[src/sv/bmi_pkg.sv]
// Shared constants and status codes for the binary modular inverse unit.
package bmi_pkg;

    // Default working width of u, v, r and s
    localparam int unsigned DEF_WIDTH = 32;

    // External field widths
    localparam int unsigned MOD_W  = 32;
    localparam int unsigned OPND_W = 32;
    localparam int unsigned INV_W  = 32;
    localparam int unsigned CNT_W  = 7;
    localparam int unsigned ST_W   = 2;
    localparam int unsigned ADDR_W = 3;

    // Modulus register value after reset
    localparam logic [MOD_W-1:0] MOD_RESET = MOD_W'(3);

    // Halving counter saturates here
    localparam logic [CNT_W-1:0] CNT_MAX = '1;

    // Result status codes
    localparam logic [ST_W-1:0] ST_OK    = 2'd0;
    localparam logic [ST_W-1:0] ST_RANGE = 2'd1;
    localparam logic [ST_W-1:0] ST_NOINV = 2'd2;

    // Register word index of the modulus (paddr bit 2 up)
    localparam logic REG_MODULUS = 1'b0;

endpackage

[src/sv/bmi_step.sv]
// A binary extended Euclid step: a halver each for u/v and r/s; a shared r/s subtractor.
module bmi_step #(
    parameter int unsigned WIDTH = bmi_pkg::DEF_WIDTH
) (
    input  logic [WIDTH-1:0] i_p,
    input  logic [WIDTH-1:0] i_u,
    input  logic [WIDTH-1:0] i_v,
    input  logic [WIDTH-1:0] i_r,
    input  logic [WIDTH-1:0] i_s,
    output logic [WIDTH-1:0] o_u,
    output logic [WIDTH-1:0] o_v,
    output logic [WIDTH-1:0] o_r,
    output logic [WIDTH-1:0] o_s,
    output logic             o_halved
);
    import bmi_pkg::*;

    logic             u_even;
    logic             v_even;
    logic             halve;
    logic [WIDTH-1:0] sh_src;
    logic [WIDTH-1:0] sh_res;
    logic [WIDTH-1:0] hm_src;
    logic [WIDTH-1:0] hm_res;
    logic [WIDTH:0]   d_uv;
    logic [WIDTH:0]   d_vu;
    logic             u_gt_v;
    logic [WIDTH-1:0] sm_x;
    logic [WIDTH-1:0] sm_y;
    logic [WIDTH:0]   sm_d;
    logic [WIDTH-1:0] sm_res;

    assign u_even = ~i_u[0];
    assign v_even = ~i_v[0];
    assign halve  = u_even | v_even;

    // Shared plain halver for u or v
    assign sh_src = u_even ? i_u : i_v;
    assign sh_res = sh_src >> 1;

    // Shared modular halver for r or s: (x + p) / 2 when x is odd
    assign hm_src = u_even ? i_r : i_s;
    assign hm_res = hm_src[0] ? (hm_src >> 1) + (i_p >> 1) + WIDTH'(1) : (hm_src >> 1);

    // Compare by borrow of u - v
    assign d_uv   = {1'b0, i_u} - {1'b0, i_v};
    assign d_vu   = {1'b0, i_v} - {1'b0, i_u};
    assign u_gt_v = ~d_uv[WIDTH] && (d_uv != '0);

    // Shared modular subtractor: x - y, wrapped by p on borrow
    assign sm_x   = u_gt_v ? i_r : i_s;
    assign sm_y   = u_gt_v ? i_s : i_r;
    assign sm_d   = {1'b0, sm_x} - {1'b0, sm_y};
    assign sm_res = sm_d[WIDTH] ? sm_d[WIDTH-1:0] + i_p : sm_d[WIDTH-1:0];

    // Next working values
    always_comb begin
        o_u = i_u;
        o_v = i_v;
        o_r = i_r;
        o_s = i_s;
        if (u_even) begin
            o_u = sh_res;
            o_r = hm_res;
        end else if (v_even) begin
            o_v = sh_res;
            o_s = hm_res;
        end else if (u_gt_v) begin
            o_u = d_uv[WIDTH-1:0];
            o_r = sm_res;
        end else begin
            o_v = d_vu[WIDTH-1:0];
            o_s = sm_res;
        end
    end

    assign o_halved = halve;

endmodule

[src/sv/binary_modular_inverse_unit.sv]
// Top level of the binary modular inverse unit: config port, sequencer and result register.
//
//  channel  | handshake                        | payload
//  ---------+----------------------------------+-------------------------------------------
//  request  | i_in_valid / o_in_ready          | i_operand[31:0]
//  result   | o_out_valid / i_out_ready        | o_inverse[31:0], o_halving_count[6:0],
//           |                                  | o_status[1:0]
//  config   | psel, penable, pwrite, pready    | paddr[2:0], pwdata[31:0], prdata[31:0]
//
// A request that is rejected early (operand out of range or even modulus) skips the Euclid
// loop and goes straight to the finish step; otherwise the loop runs until v reaches zero.
// The loop is a single shared step unit, one step per cycle.
// Reset is synchronous, active low, and sets the modulus to 3.
// o_in_ready is high only while idle; a finished result waits in the output register while
// the next request is taken, and the finish step stalls only if that register is still full.
module binary_modular_inverse_unit #(
    parameter int unsigned WIDTH = bmi_pkg::DEF_WIDTH
) (
    input  logic                         i_clk,
    input  logic                         i_rst_n,
    // configuration port
    input  logic                         psel,
    input  logic                         penable,
    input  logic                         pwrite,
    input  logic [bmi_pkg::ADDR_W-1:0]   paddr,
    input  logic [bmi_pkg::MOD_W-1:0]    pwdata,
    output logic [bmi_pkg::MOD_W-1:0]    prdata,
    output logic                         pready,
    // request channel
    input  logic                         i_in_valid,
    output logic                         o_in_ready,
    input  logic [bmi_pkg::OPND_W-1:0]   i_operand,
    // result channel
    output logic                         o_out_valid,
    input  logic                         i_out_ready,
    output logic [bmi_pkg::INV_W-1:0]    o_inverse,
    output logic [bmi_pkg::CNT_W-1:0]    o_halving_count,
    output logic [bmi_pkg::ST_W-1:0]     o_status
);
    import bmi_pkg::*;

    typedef enum logic [1:0] {
        S_IDLE,
        S_RUN,
        S_FIN
    } t_state;

    t_state           r_state, n_state;
    logic [MOD_W-1:0] r_modulus;
    logic [WIDTH-1:0] r_u, n_u;
    logic [WIDTH-1:0] r_v, n_v;
    logic [WIDTH-1:0] r_r, n_r;
    logic [WIDTH-1:0] r_s, n_s;
    logic [CNT_W-1:0] r_k, n_k;
    logic [ST_W-1:0]  r_st, n_st;
    logic             r_out_valid, n_out_valid;
    logic [INV_W-1:0] r_inv, n_inv;
    logic [CNT_W-1:0] r_cnt, n_cnt;
    logic [ST_W-1:0]  r_ost, n_ost;

    logic [WIDTH-1:0] p;
    logic [WIDTH-1:0] a;
    logic             in_acc;
    logic             cfg_wr;
    logic [WIDTH-1:0] st_u;
    logic [WIDTH-1:0] st_v;
    logic [WIDTH-1:0] st_r;
    logic [WIDTH-1:0] st_s;
    logic             st_halved;

    // Configuration port: always ready, single modulus register
    assign pready = 1'b1;
    assign cfg_wr = psel & penable & pwrite & (paddr[2] == REG_MODULUS);
    assign prdata = (paddr[2] == REG_MODULUS) ? r_modulus : '0;

    always_ff @(posedge i_clk) begin
        if (!i_rst_n) begin
            r_modulus <= MOD_RESET;
        end else if (cfg_wr) begin
            r_modulus <= pwdata;
        end
    end

    // Working operands at WIDTH bits
    assign p = WIDTH'(r_modulus);
    assign a = WIDTH'(i_operand);

    assign o_in_ready = (r_state == S_IDLE);
    assign in_acc     = i_in_valid & o_in_ready;

    bmi_step #(
        .WIDTH (WIDTH)
    ) u_step (
        .i_p      (p),
        .i_u      (r_u),
        .i_v      (r_v),
        .i_r      (r_r),
        .i_s      (r_s),
        .o_u      (st_u),
        .o_v      (st_v),
        .o_r      (st_r),
        .o_s      (st_s),
        .o_halved (st_halved)
    );

    // Sequencer next-state logic
    always_comb begin
        n_state     = r_state;
        n_u         = r_u;
        n_v         = r_v;
        n_r         = r_r;
        n_s         = r_s;
        n_k         = r_k;
        n_st        = r_st;
        n_out_valid = r_out_valid;
        n_inv       = r_inv;
        n_cnt       = r_cnt;
        n_ost       = r_ost;

        // result taken downstream
        if (r_out_valid && i_out_ready) begin
            n_out_valid = 1'b0;
        end

        case (r_state)
            S_IDLE: begin
                if (in_acc) begin
                    n_k  = '0;
                    n_r  = '0;
                    n_u  = p;
                    n_v  = a;
                    n_s  = (p == WIDTH'(1)) ? '0 : WIDTH'(1);
                    n_st = ST_OK;
                    if ((a == '0) || (a > p)) begin
                        n_st    = ST_RANGE;
                        n_state = S_FIN;
                    end else if (!p[0]) begin
                        n_st    = ST_NOINV;
                        n_r     = '0;
                        n_state = S_FIN;
                    end else begin
                        n_state = S_RUN;
                    end
                end
            end
            S_RUN: begin
                if (r_v == '0) begin
                    // loop done: u holds the gcd
                    if (r_u != WIDTH'(1)) begin
                        n_st = ST_NOINV;
                        n_r  = '0;
                    end
                    n_state = S_FIN;
                end else begin
                    n_u = st_u;
                    n_v = st_v;
                    n_r = st_r;
                    n_s = st_s;
                    if (st_halved && (r_k != CNT_MAX)) begin
                        n_k = r_k + CNT_W'(1);
                    end
                end
            end
            S_FIN: begin
                // move the result into the output register once it is free
                if (!r_out_valid || i_out_ready) begin
                    n_out_valid = 1'b1;
                    n_inv       = INV_W'(r_r);
                    n_cnt       = r_k;
                    n_ost       = r_st;
                    n_state     = S_IDLE;
                end
            end
            default: begin
                n_state = S_IDLE;
            end
        endcase
    end

    // State, working registers and result register
    always_ff @(posedge i_clk) begin
        if (!i_rst_n) begin
            r_state     <= S_IDLE;
            r_out_valid <= 1'b0;
        end else begin
            r_state     <= n_state;
            r_out_valid <= n_out_valid;
        end
        r_u   <= n_u;
        r_v   <= n_v;
        r_r   <= n_r;
        r_s   <= n_s;
        r_k   <= n_k;
        r_st  <= n_st;
        r_inv <= n_inv;
        r_cnt <= n_cnt;
        r_ost <= n_ost;
    end

    assign o_out_valid     = r_out_valid;
    assign o_inverse       = r_inv;
    assign o_halving_count = r_cnt;
    assign o_status        = r_ost;

endmodule
[config.mk]
export PLATFORM = sky130hd
export DESIGN_NAME = binary_modular_inverse_unit
export DESIGN_NICKNAME = d
export VERILOG_FILES = /design/src/sv/bmi_pkg.sv /design/src/sv/bmi_step.sv /design/src/sv/binary_modular_inverse_unit.sv
export SDC_FILE = /design/constraint.sdc
export NUM_CORES = 1
export LEC_CHECK = 0
export BUFFER_PORTS_ARGS = -buffer_cell sky130_fd_sc_hd__buf_2
export CAP_MARGIN = 20
export CORE_UTILIZATION = 57
export DETAILED_ROUTE_END_ITERATION = 8
export MAX_ROUTING_LAYER = met4
export PLACE_DENSITY = 0.8
export SYNTH_ARGS = -nofsm -noshare
export SYNTH_HDL_FRONTEND = slang
export SYNTH_SLANG_ARGS = --single-unit
[constraint.sdc]
create_clock -name i_clk -period 9.15 [get_ports i_clk]
set_clock_uncertainty 0.2 [all_clocks]
set_input_delay 1.83 -clock i_clk [delete_from_list [all_inputs] [get_ports i_clk]]
set_output_delay 1.83 -clock i_clk [all_outputs]
set_load 0.02 [all_outputs]
Word level (Yosys, flattened, before mapping)
Index checks and enable logic that the tools add are counted.
{ "totals": {"reg_bits": 213, "output_inout_bits": 76, "in_bits": 74, "romBits": 0, "memories": 0, "wordCells": 121, "mem_bits_rw": 0, "latch_bits": 0} }
{ "classes": {"add_sub_neg": 7, "div_mod_pow": 0, "bitwise_logic": 9, "multipliers": 0, "reduce_logical": 20, "shifts": 0, "muxes": 52, "n_lt_le_gt_ge": 1, "n_eq_ne": 18} }
{ "ops": {"columns": ["op", "n"], "rows": [
  ["$mux W32", 28],
  ["$pmux W32 S2", 4],
  ["$sub A32 B32 Y33", 2],
  ["$logic_not A32 Y1", 2],
  ["$reduce_bool A33 Y1", 1],
  ["$add A31 B31 Y32", 1],
  ["$add A32 B1 Y32 const B", 1],
  ["$add A32 B32 Y32", 1],
  ["$eq A32 B1 Y1 const B", 1],
  ["$gt A32 B32 Y1", 1],
  ["$ne A32 B1 Y1 const B", 1],
  ["$sub A32 B32 Y32", 1],
  ["$mux W7", 3],
  ["$mux W2", 10],
  ["$reduce_and A5 Y1", 3],
  ["$pmux W7 S2", 1],
  ["$ne A2 B2 Y1 const B", 6],
  ["$reduce_and A4 Y1", 3],
  ["$ne A3 B3 Y1 const B", 3],
  ["$add A7 B1 Y7 const B", 1],
  ["$ne A7 B7 Y1 const B", 1],
  ["$pmux W2 S3", 1],
  ["$reduce_and A3 Y1", 2],
  ["$and A1 B1 Y1", 4],
  ["16 further kinds", 25]
]} }

Longest topological paths before layout
Gate-level depths: netlist of the first run.
{ "logic_depth": {"ltp_word": 12, "ltp_mapped": 46, "mapped_depth_nobuf": 43} }

By module
Synthesis of the first run repeated with hierarchy kept, for this count alone.
{ "unflattened": {"hier_cells": 2852, "area_unflattened_um2": 22032.4} }
{ "by_module_without_submodules": {"columns": ["mod", "n_inst", "seq_area_each_um2", "cells_per_inst", "area_each_um2"], "rows": [
  ["bmi_step", 1, 0.0, 2044, 12779.8],
  ["binary_modular_inverse_unit", 1, 6045.8, 808, 9252.6]
]} }

Worst setup path before layout of the first run
No wires, ideal clock.
{ "synth_path": {"path_kind": "flip-flop to flip-flop", "from": "reg r_u[0]", "to": "reg r_s[0], enable pin", "path_slack_ns": -0.328, "required_time_ns": 8.369, "setup_time_ns": 0.581, "period_less_slack_ns": 9.478, "stages_incl_launch_ff": 20, "arrival_ns": 8.697, "n_path_buf": 5, "cell_sequence": "edfxtp_1 > clkbuf_1 > inv_1 > clkbuf_1 > ha_1 > inv_1 > fa_1 > xor2_1 > nor3b_1 > o211ai_1 > or4_1 > or4_1 > nor4_1 > and4b_1 > and4_1 > buf_4 > a21oi_2 > buf_4 > clkbuf_1 > a21boi_0"} }
{ "synth_via": {"elab_chain_cells": 5, "word_cells_on_any_way": 7, "cone_classes": "add/sub (1); eq/ne (2); bitwise (1); reduce/logical (3)"} }
{ "synth_lines": {"columns": ["element", "line", "rtl"], "rows": [
  ["start: declaration", "binary_modular_inverse_unit.sv:50", "logic [WIDTH-1:0] r_u, n_u;"],
  ["start signal: assignment", "binary_modular_inverse_unit.sv:189", "r_u <= n_u;"],
  ["$sub A32 B32 Y33", "bmi_step.sv:46", "assign d_uv = {1'b0, i_u} - {1'b0, i_v};"],
  ["$reduce_bool A33 Y1 or $not A1 Y1 (tied branches)", "bmi_step.sv:48", "assign u_gt_v = ~d_uv[WIDTH] && (d_uv != '0);"],
  ["$logic_and A1 B1 Y1", "bmi_step.sv:48", null],
  ["$ne A3 B3 Y1 (no line)", null, null],
  ["$reduce_and A5 Y1 (no line) *", null, null],
  ["end signal: assignment", "binary_modular_inverse_unit.sv:192", "r_s <= n_s;"],
  ["end: declaration", "binary_modular_inverse_unit.sv:53", "logic [WIDTH-1:0] r_s, n_s;"]
]} }
Mark *: on every way between the ends. The rest lies on a longest branch, timed or not.
A chain may end at the register's enable or synchronous reset.

Worst setup path after layout of the first run
{ "layout_path": {"from": "reg r_u[0]", "to": "reg r_s[31], data pin"} }
{ "layout_via": {"elab_chain_cells": 12, "word_cells_on_any_way": 18, "cone_classes": "add/sub (5); mux (10); bitwise (1); reduce/logical (2)"} }
{ "layout_lines": {"columns": ["element", "line", "rtl"], "rows": [
  ["$sub A32 B32 Y33", "bmi_step.sv:46", null],
  ["$reduce_bool A33 Y1 or $not A1 Y1 (tied branches)", "bmi_step.sv:48", null],
  ["$logic_and A1 B1 Y1", "bmi_step.sv:48", null],
  ["$mux W32, on equally long branches", "bmi_step.sv:51, bmi_step.sv:52", null],
  ["$sub A32 B32 Y33", "bmi_step.sv:53", "assign sm_d = {1'b0, sm_x} - {1'b0, sm_y};"],
  ["$add A32 B32 Y32", "bmi_step.sv:54", "assign sm_res = sm_d[WIDTH] ? sm_d[WIDTH-1:0] + i_p : sm_d[WIDTH-1:0];"],
  ["$mux W32", "bmi_step.sv:54", null],
  ["$mux W32", "bmi_step.sv:68", "end else if (u_gt_v) begin"],
  ["$mux W32 *", "bmi_step.sv:65", "end else if (v_even) begin"],
  ["$mux W32 *", "bmi_step.sv:62", "if (u_even) begin"],
  ["$mux W32 *", "binary_modular_inverse_unit.sv:147", "if (r_v == '0) begin"],
  ["$pmux W32 S2 *", "binary_modular_inverse_unit.sv:125", "case (r_state)"]
]} }
Mark *: on every way between the ends. The rest lies on a longest branch, timed or not. The select of a mux whose other input is x is not followed.

==> results.json, run 1 <==
{
  "status": "finished, violations left",
  "violations": "setup timing",
  "cp_slowest_cell": "or4_4",
  "rsz0062_at_grt": "yes",
  "seqPwrFrac": 0.218,
  "slew_viol_final": 0,
  "p_switching_uw": 2710,
  "synth_area_mm2": 0.0214,
  "grtUsageTotal": 0.449,
  "synth_ff_type": "edfxtp_1",
  "multi_input_area_mm2": 0.0144,
  "timing.rr.start": "r_u[0]",
  "cpMostUsedCell": "buf_4",
  "p_leak_uw": 0.0113,
  "synth_nets": 2857,
  "synthCells": 2613,
  "via_count": 23100,
  "power_frac_clock": 0.192,
  "clockBufferDepth": 3,
  "clkSinkCount": 213,
  "hold_path_class": "reg -> reg",
  "fin_setup_tns_ns": -0.674,
  "end_kind": "register",
  "h-tree-depth": 1,
  "yosys-top-cells-area": "edfxtp_1, ha_1, a21oi_1",
  "period_needed_ns": 9.37,
  "ir_worst_vdd_mv": 0.224,
  "worstMarginPinSlew_ns": 1.21,
  "numPortBuffers": 146,
  "crit_type": "reg -> reg",
  "synth_top_area_share": 0.249,
  "hp-start": "r_st[1]",
  "clk_latency_ns": 0.58,
  "ys_warn_count": 0,
  "critical_path_arrival_ns": 9.50,
  "cts.clk_slew.worst_paths_ns": 0.06,
  "combPwrFrac": 0.590,
  "p_int_uw": 3400,
  "core-area_mm2": 0.0368,
  "cp_max_fo": 3,
  "start_util": 0.583,
  "setup-violations-final": 7,
  "dieArea_mm2": 0.0384,
  "grt_max_degree": 76,
  "regArea_mm2": 0.00605,
  "first_pass_iters": 8,
  "cts_made_buffers": 26,
  "required_ns": 9.28,
  "synth-edff-count": 178,
  "grt_pass1_vias": 21800,
  "cts-root-buf": "clkbuf_16",
  "synth_top_area_cell": "edfxtp_1",
  "synthTopCellsByCount": "nor2_1, nand2_1, a21oi_1",
  "placed_area_mm2": 0.0247,
  "startpoint": "r_u[0]",
  "p_per_area_mw_per_mm2": 233,
  "syn2layout_area_growth_pct": 22.1,
  "cts_tree": "yes",
  "vias_per_cell": 6.57,
  "die_x_um": 196,
  "wl_um": 85800,
  "antenna_found_initial": 3,
  "synth.most_common_cell": "nor2_1",
  "holdBufCountCts": 0,
  "ioPinCount": 150,
  "fill_cells": 2899,
  "switching_share": 0.443,
  "avgSynthCellArea_um2": 8.20,
  "start_kind": "register",
  "layout-drive-gt1-share": 0.221,
  "drc": 0,
  "ff2ff_setup_slack_ns": -0.22,
  "ys_seq_elements": 213,
  "grt_pass1_wl_um": 127000,
  "dp_hpwl_um": 64500,
  "drt_iter0_drc": 2846,
  "synth_cell_types": 109,
  "wl_per_cell_um": 24.4,
  "post-route-util": 0.712,
  "synth-seq-area-share": 0.282,
  "finalHoldViolCount": 0,
  "max_stage_delay_ns": 0.54,
  "design_area_mm2": 0.0262,
  "max_freq_mhz": 107,
  "async_reset_ff_frac": 0,
  "gp_congestion": 1.07,
  "row_count": 70,
  "slew_headroom": 0.190,
  "antenna_left": 0,
  "setup_slack_ns": -0.222,
  "fin_nets": 3268,
  "fp.dieH_um": 196,
  "drv_cap": 0,
  "grt_overflow_total": 0,
  "post-route-period-util": 1.02
}
## power by group through the flow
stage | combinational (µW) | sequential (µW) | clock [µW]
5_1_grt | 3830 | 1340 | 1200
3_5_place_dp | 3320 | 1340 | 0
6_report | 3610 | 1330 | 1170
4_1_cts | 3390 | 1320 | 1170
2_1_floorplan | 2120 | 1310 | 0
3_3_place_gp | 3230 | 1340 | 0
## sequential cells by signal, summed over array words and instances, names as in the netlist
| name | cells |
|---|---|
| r_k | 7 |
| r_u | 32 |
| r_v | 32 |
| p | 32 |
| r_st | 2 |
| o_inverse | 32 |
| r_r | 32 |
| o_status | 2 |
| o_halving_count | 7 |
| r_s | 32 |
| r_state | 2 |
| o_out_valid | 1 |
## through the flow
step | total power [µW] | hold slack, ns | setup WS (ns) | std cells
2_1_floorplan | 3430 | 0.200 | 0.0147 | 2613
4_1_cts | 5880 | 0.223 | 0.0203 | 3501
3_5_place_dp | 4660 | 0.209 | -0.798 | 3448
3_3_place_gp | 4570 | 0.208 | -0.556 | 3446
5_1_grt | 6370 | 0.237 | -0.386 | 3512
6_report | 6110 | 0.222 | -0.222 | 3512
## placed cells by master (no fill, tap or decap), types with 9 or more instances in the layout
master,instances
a211oi_1,59
a21boi_0,34
a21o_1,61
a21oi_1,236
a21oi_2,13
a22oi_1,18
a31oi_1,19
and2_1,24
and3_1,19
buf_2,146
buf_4,354
clkbuf_16,27
dfxtp_1,35
edfxtp_1,178
ha_1,163
inv_1,179
maj3_1,41
mux2_2,10
mux2i_1,43
nand2_1,246
nand2b_1,43
nand3_1,41
nand4_1,31
nor2_1,247
nor2b_1,46
nor3_1,33
nor4_1,34
o2111ai_1,9
o211ai_1,17
o21a_1,28
o21ai_0,151
o21ai_1,21
o21bai_1,21
o221ai_1,12
o22ai_1,16
o31ai_1,21
or3_1,15
xnor2_1,85
xor2_1,49
## timing repair
item | CTS | global route
setup endpoints to repair | 14 | 13
resized for setup | 32 | 45
pin swaps | 29 | 33
buffers inserted | 8 | 11
## worst paths after layout
path,end,depth (start not counted)
setup reg to reg,r_s[31],43
hold / removal,o_status[1],0
setup / recovery,r_s[31],43
hold reg to reg,o_status[1],0
## layout make-up
type                    instances  share of cell area
clock inverters                19             0.00999
well taps                     468              0.0224
multi-input cells            2093               0.552
repair buffers                507               0.133
diodes                          2            0.000191
inverters                     183              0.0262
clock buffers                  27              0.0258
flip-flops and latches        213               0.231
## worst max-delay path: cells and delay by family (launching register included)
family / cells / cell delay (ns)
AO/OA/AOI/OAI: 15 / 2.84
XOR/XNOR: 4 / 0.64
adder cells (fa/ha/maj): 4 / 1.01
buffers and inverters: 7 / 0.93
flip-flops: 1 / 0.41
AND/OR/NAND/NOR: 13 / 3.09
## cell families after synthesis
family,count (synthesis),share of synthesized area
flops,213,0.282
other cells,1,0.000175
simple gates,847,0.190
mux,55,0.0263
fa+ha+maj,211,0.120
compound gates,842,0.261
xor+xnor,137,0.0560
buf+inv,307,0.0639
## per-layer routing
metal / up-vias / GRT usage / part of all wire / routed length, µm
li1: 10400 / - / - / -
met1: 10900 / 0.585 / 0.39 / 33600
met2: 1514 / 0.661 / 0.42 / 36200
met3: 330 / 0.0975 / 0.13 / 11100
met4: 0 / 0.213 / 0.057 / 4910
met5: - / - / 0 / 0
(Power assumes the default switching activity.)
==> run 2: changes to the inputs <==
BUFFER_PORTS_ARGS = -buffer_cell sky130_fd_sc_hd__clkbuf_2   (was -buffer_cell sky130_fd_sc_hd__buf_2)
CORE_UTILIZATION = 45   (was 57)
PLACE_DENSITY = 0.66   (was 0.8)
==> results.json, run 2 (same netlist as run 1, synthesis figures left out) <==
{
  "slew_headroom": 0.157,
  "p_per_area_mw_per_mm2": 233,
  "first_pass_iters": 8,
  "core-area_mm2": 0.0468,
  "antenna_found_initial": 2,
  "antenna_left": 0,
  "setup_slack_ns": -0.385,
  "required_ns": 9.25,
  "cpLargestDelayFamily": "compound AO/OA/AOI/OAI gates",
  "critical_path_buf_inv_count": 12,
  "wl_met1_um": 37400,
  "rsz0062_at_grt": "yes",
  "max_stage_delay_ns": 0.55,
  "hold_path_class": "reg -> reg",
  "fp.dieH_um": 220,
  "ioPinCount": 150,
  "grt_pass1_wl_um": 129000,
  "finalHoldViolCount": 0,
  "syn2layout_area_growth_pct": 22.7,
  "hold_ws_ns": 0.223,
  "design_area_mm2": 0.0263,
  "p_leak_uw": 0.0113,
  "vias_per_cell": 6.21,
  "cts_made_buffers": 28,
  "h-tree-depth": 1,
  "slew_viol_final": 0,
  "worstMarginPinSlew_ns": 1.26,
  "drt_iter0_drc": 2700,
  "end_kind": "register",
  "wl_per_cell_um": 24.0,
  "dp_hpwl_um": 67200,
  "post-route-period-util": 1.04,
  "layout_commonest_cell": "buf_4",
  "cts.clk_slew.worst_paths_ns": 0.06,
  "setup-violations-final": 10,
  "regArea_mm2": 0.00605,
  "wl_met3_um": 9140,
  "drv_cap": 0,
  "clk_latency_ns": 0.60,
  "violations": "DRC, setup timing",
  "grtUsageTotal": 0.364,
  "cp_slowest_cell": "or4_4",
  "start_kind": "register",
  "layout-drive-gt1-share": 0.223,
  "start_util": 0.458,
  "period_needed_ns": 9.54,
  "cp_max_fo": 3,
  "critical_path_arrival_ns": 9.64,
  "status": "finished, violations left",
  "placed_area_mm2": 0.0249,
  "via_count": 22700,
  "dieArea_mm2": 0.0485,
  "grt_max_degree": 70,
  "die_x_um": 220,
  "routed.top_layer": "met4",
  "numPortBuffers": 146,
  "grt_overflow_total": 0,
  "fill_cells": 4276,
  "ir_worst_vdd_mv": 0.147,
  "multi_input_area_mm2": 0.0144,
  "layout_common_cells": "buf_4, nand2_1, nor2_1",
  "crit_type": "reg -> reg",
  "max_freq_mhz": 105,
  "routed-wl-met2_um": 36200,
  "cts-root-buf": "clkbuf_16",
  "grt_pass1_vias": 21200,
  "clockBufferDepth": 3,
  "fin_nets": 3260,
  "holdBufCountCts": 0,
  "cpMostUsedCell": "buf_4",
  "cts_tree": "yes",
  "drc": 7,
  "wl_um": 87400,
  "clkSinkCount": 213,
  "row_count": 79,
  "gp_congestion": 1.04
}
==> run 2: changes by cell type in the layout (fill, tap and decap cells not counted), moves of 4 or more <==
cell	before	now
clkinv_4	6	2
clkinv_2	0	7
buf_2	146	0
clkbuf_8	0	4
buf_4	354	342
a211oi_2	2	6
clkbuf_2	0	146
==> run 2: through the flow <==
| step | instances | setup TNS (ns) | setup WS [ns] | util | power [µW] |
|---|---|---|---|---|---|
| after floorplan | 2613 | 0 | 0.0147 | - | 3430 |
| after global placement | 3582 | -3.58 | -0.717 | 0.532 | 4670 |
| after detailed placement | 3582 | -7.08 | -0.940 | 0.532 | 4730 |
| after CTS | 3637 | -0.739 | -0.296 | 0.555 | 5940 |
| after global routing | 3647 | -6.32 | -0.718 | 0.563 | 6420 |
| final | 3647 | -2.36 | -0.385 | 0.563 | 6130 |
==> run 2: layout make-up <==
cell class / count / area share
Antenna cell: 2 / 0.000190
Clock buffer: 35 / 0.0300
Clock inverter: 17 / 0.00609
Inverter: 183 / 0.0261
Multi-Input combinational cell: 2093 / 0.549
Sequential cell: 213 / 0.230
Tap cell: 607 / 0.0289
Timing Repair Buffer: 497 / 0.130
==> run 2: worst register-to-register path: cells and delay by family, from the launching register on <==
family                   cells  cell delay (ns)
AND/OR/NAND/NOR             12             2.27
flip-flops                   1             0.41
adder cells (fa/ha/maj)      4             1.08
XOR/XNOR                     3             0.33
buffers and inverters       12             1.52
AO/OA/AOI/OAI               18             3.43
==> run 2: where the power goes <==
group / internal [µW] / switching, µW
Sequential: 1200 / 134
Combinational: 1530 / 2110
Clock: 668 / 492
Total: 3400 / 2730
==> run 2: final timing paths <==
kind            from     endpoint  slack [ns]  cells past startpoint
max           r_u[0]      r_s[30]       -0.39                     49
min          r_st[1]  o_status[1]        0.22                      0
max reg2reg   r_u[0]      r_s[30]       -0.39                     49
min reg2reg  r_st[1]  o_status[1]        0.22                      0
==> run 2: timing repair <==
action | in CTS | in global routing
hold endpoints to repair | 0 | 0
gates resized for setup | 26 | 60
setup buffers | 3 | 9
setup endpoints to repair | 18 | 18
pin swaps | 20 | 45
==> run 2: layer usage <==
metal	GRT usage	up-vias
li1	-	10300
met1	0.499	10800
met2	0.520	1287
met3	0.0573	245
met4	0.172	0
met5	-	-
